<file path="src/rtl/tsp_annealing_swap_step_core_macros.svh">
// ----------------------------------------------------------------------------
// Assertion macros
// Shared concurrent assertion forms for the swap-step core.
// ----------------------------------------------------------------------------
`ifndef TSP_ANNEALING_SWAP_STEP_CORE_MACROS_SVH
`define TSP_ANNEALING_SWAP_STEP_CORE_MACROS_SVH

// same-cycle implication
`define TSP_ASSERT_NOW(lbl, ante, cons, msg) \
	lbl: assert property (@(posedge clk) disable iff (!arst_n) (ante) |-> (cons)) else $error(msg);

// next-cycle implication
`define TSP_ASSERT_NEXT(lbl, ante, cons, msg) \
	lbl: assert property (@(posedge clk) disable iff (!arst_n) (ante) |=> (cons)) else $error(msg);

`endif

</file>
<file path="src/rtl/tsp_pkg.sv">
// ----------------------------------------------------------------------------
// tsp_pkg
// Types, constants and the exponential table of the swap-step core.
// ----------------------------------------------------------------------------
package tsp_pkg;

	localparam int DEF_MAX_CITIES = 64;
	localparam int DEF_DIST_BITS  = 16;

	localparam int CITY_W  = 6;
	localparam int DIN_W   = 16;
	localparam int UNI_W   = 16;
	localparam int TEMP_W  = 48;
	localparam int COST_W  = 22;
	localparam int CNT_W   = 7;
	localparam int KIND_W  = 2;
	localparam int EXP_N   = 20;
	localparam int STEP_W  = 5;
	localparam int IN_W    = 120;
	localparam int OUT_W   = 72;

	localparam logic [COST_W-1:0] COST_MAX = {COST_W{1'b1}};
	localparam logic [CNT_W-1:0]  CNT_RST  = 7'd64;

	localparam logic [KIND_W-1:0] KIND_WDIST = 2'd0;
	localparam logic [KIND_W-1:0] KIND_WSLOT = 2'd1;
	localparam logic [KIND_W-1:0] KIND_EVAL  = 2'd2;
	localparam logic [KIND_W-1:0] KIND_MOVE  = 2'd3;

	typedef enum logic [2:0] {
		TW_NONE,
		TW_A_RD,
		TW_B_TA,
		TW_A_TA,
		TW_B_TB
	} tw_op_t;

	typedef struct packed {
		logic              accept;
		logic              rd_a;
		logic              rd_b;
		tw_op_t            tw;
		logic              cap_a;
		logic              sum_start;
		logic              div_init;
		logic              div_step;
		logic              exp_mul;
		logic              exp_acc;
		logic [STEP_W-1:0] k;
		logic              load_out;
		logic              acc;
		logic              prop_zero;
	} tsp_cmd_t;

	typedef struct packed {
		logic [KIND_W-1:0] kind;
		logic              move_ok;
		logic              sum_done;
		logic              fast_acc;
		logic              temp_zero;
		logic              too_big;
		logic              exp_pass;
	} tsp_stat_t;

	// round(2^32 * exp(-2^(k-16)))
	function automatic logic [31:0] exp_tab(input logic [STEP_W-1:0] k);
		logic [31:0] v;
		unique case (k)
			5'd0:    v = 32'd4294901760;
			5'd1:    v = 32'd4294836226;
			5'd2:    v = 32'd4294705160;
			5'd3:    v = 32'd4294443040;
			5'd4:    v = 32'd4293918848;
			5'd5:    v = 32'd4292870656;
			5'd6:    v = 32'd4290775039;
			5'd7:    v = 32'd4286586875;
			5'd8:    v = 32'd4278222805;
			5'd9:    v = 32'd4261543595;
			5'd10:   v = 32'd4228380000;
			5'd11:   v = 32'd4162825044;
			5'd12:   v = 32'd4034748382;
			5'd13:   v = 32'd3790295335;
			5'd14:   v = 32'd3344923893;
			5'd15:   v = 32'd2605029347;
			5'd16:   v = 32'd1580030169;
			5'd17:   v = 32'd581260615;
			5'd18:   v = 32'd78665070;
			5'd19:   v = 32'd1440801;
			default: v = 32'd0;
		endcase
		return v;
	endfunction

endpackage

</file>
<file path="src/rtl/tsp_ctrl.sv">
// ----------------------------------------------------------------------------
// tsp_ctrl
// Sequencer: swap, tour sum, accept decision, divide and exp steps, output.
// ----------------------------------------------------------------------------
`include "tsp_annealing_swap_step_core_macros.svh"

module tsp_ctrl (
	input  logic               clk,
	input  logic               arst_n,
	input  logic               s_tvalid,
	output logic               s_tready,
	output logic               m_tvalid,
	input  logic               m_tready,
	input  tsp_pkg::tsp_stat_t st,
	output tsp_pkg::tsp_cmd_t  cmd
);

	typedef enum logic [3:0] {
		S_IDLE, S_SW_RA, S_SW_RB, S_SW_WA, S_SW_WB, S_SUM_GO, S_SUM_WAIT,
		S_DECIDE, S_DIV, S_EXP_MUL, S_EXP_ACC, S_JUDGE, S_UN_A, S_UN_B, S_FIN
	} state_t;

	localparam logic [tsp_pkg::STEP_W-1:0] K_LAST = tsp_pkg::STEP_W'(tsp_pkg::EXP_N - 1);

	state_t                      state_q;
	logic [tsp_pkg::STEP_W-1:0]  k_q;
	logic                        acc_q;
	logic                        pzero_q;
	logic                        eval_q;
	logic                        m_tvalid_q;
	logic                        out_free;

	assign s_tready = (state_q == S_IDLE);
	assign m_tvalid = m_tvalid_q;
	assign out_free = !m_tvalid_q || m_tready;

	always_comb begin
		cmd           = '0;
		cmd.tw        = tsp_pkg::TW_NONE;
		cmd.k         = k_q;
		cmd.acc       = acc_q;
		cmd.prop_zero = pzero_q;
		cmd.accept    = s_tready && s_tvalid;
		unique case (state_q)
			S_SW_RA:   cmd.rd_a = 1'b1;
			S_SW_RB:   begin
				cmd.rd_b  = 1'b1;
				cmd.cap_a = 1'b1;
			end
			S_SW_WA:   cmd.tw = tsp_pkg::TW_A_RD;
			S_SW_WB:   cmd.tw = tsp_pkg::TW_B_TA;
			S_SUM_GO:  cmd.sum_start = 1'b1;
			S_DECIDE:  cmd.div_init = 1'b1;
			S_DIV:     cmd.div_step = 1'b1;
			S_EXP_MUL: cmd.exp_mul = 1'b1;
			S_EXP_ACC: cmd.exp_acc = 1'b1;
			S_UN_A:    cmd.tw = tsp_pkg::TW_A_TA;
			S_UN_B:    cmd.tw = tsp_pkg::TW_B_TB;
			S_FIN:     cmd.load_out = out_free;
			default:   ;
		endcase
	end

	always_ff @(posedge clk or negedge arst_n) begin
		if (!arst_n) begin
			state_q    <= S_IDLE;
			k_q        <= '0;
			acc_q      <= 1'b0;
			pzero_q    <= 1'b0;
			eval_q     <= 1'b0;
			m_tvalid_q <= 1'b0;
		end else begin
			if (state_q == S_FIN && out_free) m_tvalid_q <= 1'b1;
			else if (m_tready) m_tvalid_q <= 1'b0;
			unique case (state_q)
				S_IDLE: begin
					if (s_tvalid) begin
						acc_q   <= 1'b0;
						eval_q  <= (st.kind == tsp_pkg::KIND_EVAL);
						priority if (st.kind == tsp_pkg::KIND_EVAL) begin
							pzero_q <= 1'b0;
							state_q <= S_SUM_GO;
						end else if (st.kind == tsp_pkg::KIND_MOVE && st.move_ok) begin
							pzero_q <= 1'b0;
							state_q <= S_SW_RA;
						end else begin
							pzero_q <= 1'b1;
							state_q <= S_FIN;
						end
					end
				end
				S_SW_RA:    state_q <= S_SW_RB;
				S_SW_RB:    state_q <= S_SW_WA;
				S_SW_WA:    state_q <= S_SW_WB;
				S_SW_WB:    state_q <= S_SUM_GO;
				S_SUM_GO:   state_q <= S_SUM_WAIT;
				S_SUM_WAIT: begin
					if (st.sum_done) begin
						if (eval_q) begin
							acc_q   <= 1'b1;
							state_q <= S_FIN;
						end else begin
							state_q <= S_DECIDE;
						end
					end
				end
				S_DECIDE: begin
					k_q <= '0;
					priority if (st.fast_acc) begin
						acc_q   <= 1'b1;
						state_q <= S_FIN;
					end else if (st.temp_zero || st.too_big) begin
						state_q <= S_UN_A;
					end else begin
						state_q <= S_DIV;
					end
				end
				S_DIV: begin
					if (k_q == K_LAST) begin
						k_q     <= '0;
						state_q <= S_EXP_MUL;
					end else begin
						k_q <= k_q + tsp_pkg::STEP_W'(1);
					end
				end
				S_EXP_MUL:  state_q <= S_EXP_ACC;
				S_EXP_ACC: begin
					if (k_q == K_LAST) begin
						state_q <= S_JUDGE;
					end else begin
						k_q     <= k_q + tsp_pkg::STEP_W'(1);
						state_q <= S_EXP_MUL;
					end
				end
				S_JUDGE: begin
					if (st.exp_pass) begin
						acc_q   <= 1'b1;
						state_q <= S_FIN;
					end else begin
						state_q <= S_UN_A;
					end
				end
				S_UN_A:     state_q <= S_UN_B;
				S_UN_B:     state_q <= S_FIN;
				S_FIN: begin
					if (out_free) state_q <= S_IDLE;
				end
				default:    state_q <= S_IDLE;
			endcase
		end
	end

	`TSP_ASSERT_NOW(a_load_slot_free, cmd.load_out, (!m_tvalid_q || m_tready), "result overwrites pending transaction")
	`TSP_ASSERT_NOW(a_sum_done_wait, st.sum_done, (state_q == S_SUM_WAIT), "tour sum finished outside wait")
	`TSP_ASSERT_NEXT(a_accept_busy, (s_tvalid && s_tready), !s_tready, "accepted transaction left block idle")

endmodule

</file>
<file path="config.mk">
export PLATFORM = sky130hd
export DESIGN_NAME = tsp_ctrl
export DESIGN_NICKNAME = d
export VERILOG_FILES = /design/src/rtl/tsp_pkg.sv /design/src/rtl/tsp_ctrl.sv
export VERILOG_INCLUDE_DIRS = /design/src /design/src/rtl
export SDC_FILE = /design/constraint.sdc
export NUM_CORES = 1
export LEC_CHECK = 0
export ABC_AREA = 1
export BUFFER_PORTS_ARGS = -buffer_cell sky130_fd_sc_hd__buf_4
export CORE_AREA = 2 2 63 77
export DETAILED_ROUTE_END_ITERATION = 6
export DIE_AREA = 0 0 65 79
export GPL_TIMING_DRIVEN = 0
export PLACE_DENSITY_LB_ADDON = 0.15
export SYNTH_ARGS = -nofsm -noshare
export SYNTH_HDL_FRONTEND = slang
export SYNTH_SLANG_ARGS = --single-unit
</file>
<file path="constraint.sdc">
create_clock -name clk -period 3.7 [get_ports clk]
set_input_delay 0.37 -clock clk [delete_from_list [all_inputs] [get_ports clk]]
set_output_delay 0.37 -clock clk [all_outputs]
set_load 0.01 [all_outputs]
</file>
==> results_dict.tcl <==
set metrics [dict create \
    die_width_um 65 \
    area_growth_pct 35.1 \
    start_util_pct 24.1 \
    ys_seq_area_share_pct 30.4 \
    synth_cell_types 24 \
    setup_viol 0 \
    path_delay_family "simple AND/OR/NAND/NOR gates" \
    fin_total_pwr_w 0.00101 \
    synthCells 168 \
    drv_slew 0 \
    htree_levels 1 \
    path_cells "buf_6 > nor2_1 > nand2_1 > nor2_2 > buf_4" \
    hold_path.class "in2reg" \
    post-dp-hpwl_um 2360 \
    clock_sinks 13 \
    overflow 0 \
    ctsRootBufferMaster "clkbuf_8" \
    ys_top_cells_by_area "dfrtp_1, nand2_1, nor2_1" \
    irDropWorstVdd_uv 261 \
    period_needed_ns 1.85 \
    final-hold-violation-count 0 \
    fmax_mhz 539 \
    drtIter0Drc 17 \
    final_cells 264 \
    io_pins 34 \
    power.leakage_nw 0.816 \
    worst_slew_pin_slew_ns 0.271 \
    rsz0062_at_grt "false" \
    tritoncts "yes" \
    worst_clock_skew_ns 0.000790 \
    viasPerCell 4.42 \
    syn_nets 181 \
    route.antenna.remaining_nets 0 \
    grt_usage_pct 12.0 \
    first_global_vias 1123 \
    cp_slowest_cell "dfrtp_1" \
    dp.cells 259 \
    status "finished, final reports clean" \
    p_per_area_mw_per_mm2 703 \
    wirelength_um 2860 \
    critPathRequiredTime_ns 3.33 \
    core-area_sq_mm 0.00443 \
    path_class "reg2out" \
    num_antenna_cells 0 \
    slew_headroom_pct 81.9 \
    syn_area_sq_mm 0.00107 \
    grt_antenna_before_repair 0 \
    synth_largest_area_cell "dfrtp_1" \
    cts_made_buffers 3 \
    tns_ns 0 \
    postCtsSetupBuffers 0 \
    end_kind "output pin" \
    grt_max_degree 14 \
    slowest_delay_ns 0.37 \
    syn_avg_cell_area_sq_um 6.36 \
    portBuffers 33 \
    die_y_um 79 \
    final_util_pct 32.6 \
    start_kind "flop" \
    avgRoutedWirePerCell_um 10.8 \
    post-route-drc-count 0 \
    drive_above_1_share_pct 28.6 \
    fin_nets 220 \
    grt_pass1_wl_um 4910 \
    synth_top_area_share_pct 30.4 \
    critPathMaxFanout 8 \
    routabilityCongestion 0.764 \
    ys_warn_count 0 \
    cp.arrival_ns 1.48 \
    min_period_over_period_pct 50.1 \
    maxCapViolations 0 \
    clk_latency_ns 0.24 \
    clock_path_buffers 2 \
    ys_ff_latch 13 \
    clk_pin_slew_ns 0.06 \
    worstPathBufferInverterCount 2 \
    die-area_sq_mm 0.00514 \
    num_vias 1168 \
    core.rowCount 27 \
    dr.pass1.iters 4 \
]
[report_power, final]
| part | internal (W) | total [W] | leakage (nW) | switching (W) |
|---|---|---|---|---|
| combinational | 0.000260 | 0.000652 | 0.622 | 0.000392 |
| sequential | 0.000191 | 0.000237 | 0.171 | 0.0000452 |
| clock | 0.0000759 | 0.000126 | 0.0228 | 0.0000505 |
| total | 0.000527 | 0.00101 | 0.816 | 0.000488 |
[final timing paths]
path,from,to,slack [ns],cells after the start
setup / recovery,state_q[2],cmd[19],1.85,5
hold / removal,m_tready,m_tvalid,0.33,2
hold reg to reg,acc_q,acc_q,0.48,2
min in group asynchronous,arst_n,k_q[2],0.52,2
setup reg to reg,state_q[2],pzero_q,2.14,5
max in group asynchronous,arst_n,eval_q,3.01,2
[cells by family (layout without fill, tap and decap cells)]
family	count (synthesis)	count (layout)	synth area share (%)
AOI/OAI and AO/OA	14	14	7.85
adders and majority gates	1	1	1.17
buffers and inverters	28	66	12.2
xor gates and xnor gates	2	2	1.64
and+or+nand+nor	109	109	45.7
DFF	13	13	30.4
muxes	1	1	1.05
[sequential cells by signal, summed over array words and instances, names as in the netlist]
name,flops
m_tvalid,1
eval_q,1
pzero_q,1
acc_q,1
k_q,5
state_q,4
[synthesized netlist by cell type]
| cell | n |
|---|---|
| o21ai_2 | 2 |
| buf_4 | 4 |
| inv_2 | 4 |
| o21ai_0 | 6 |
| dfrtp_1 | 13 |
| nand3_1 | 18 |
| nor3_1 | 1 |
| inv_1 | 18 |
| nor2_1 | 26 |
| nand2_1 | 49 |
| a21oi_1 | 2 |
| xor2_1 | 2 |
| ha_1 | 1 |
| nand2_4 | 1 |
| nor2_2 | 5 |
| o22ai_1 | 3 |
| mux2_2 | 1 |
| nand2_2 | 2 |
| nand3b_1 | 2 |
| nor2_4 | 2 |
| o21bai_1 | 1 |
| inv_4 | 1 |
| nand4_1 | 3 |
| buf_6 | 1 |
[per-stage QoR]
step | setup slack, ns | hold WS [ns] | area (sq um)
6_report | 1.85 | 0.329 | 1440
5_1_grt | 1.73 | 0.337 | 1440
4_1_cts | 1.82 | 0.328 | 1440
3_5_place_dp | 2.09 | 0.236 | 1390
3_3_place_gp | 2.11 | 0.235 | 1390
2_1_floorplan | 2.25 | 0.0744 | 1070
[final cells by class]
class                           count  area (sq um)
Tap cell                           58          72.6
Fill cell                         503          2980
Sequential cell                    13           325
Buffer                              5          41.3
Multi-Input combinational cell    127           613
Timing Repair Buffer               34           258
Inverter                           23          88.8
Clock buffer                        4          45.0
[layout by cell type (no fill, tap or decap)]
cell and n:
a21oi_1 2, buf_4 37, buf_6 1, clkbuf_1 1
clkbuf_8 3, dfrtp_1 13, dlygate4sd3_1 1, ha_1 1
inv_1 18, inv_2 4, inv_4 1, mux2_2 1
nand2_1 49, nand2_2 2, nand2_4 1, nand3_1 18
nand3b_1 2, nand4_1 3, nor2_1 26, nor2_2 5
nor2_4 2, nor3_1 1, o21ai_0 6, o21ai_2 2
o21bai_1 1, o22ai_1 3, xor2_1 2
[metal layers]
| metal | global-route usage [%] | vias up | wire length, um |
|---|---|---|---|
| li1 | - | 603 | - |
| met1 | 14.5 | 544 | 1250 |
| met2 | 22.0 | 19 | 1500 |
| met3 | 2.41 | 2 | 102 |
| met4 | 1.91 | 0 | 8 |
| met5 | 0 | - | 0 |
[repair_timing]
item | in CTS | in global routing
resized for setup | 0 | 0
hold endpoints to repair | 13 | 0
endpoints found under the setup margin | 0 | 0
hold buffers | 1 | 0
(Power assumes the default switching activity.)
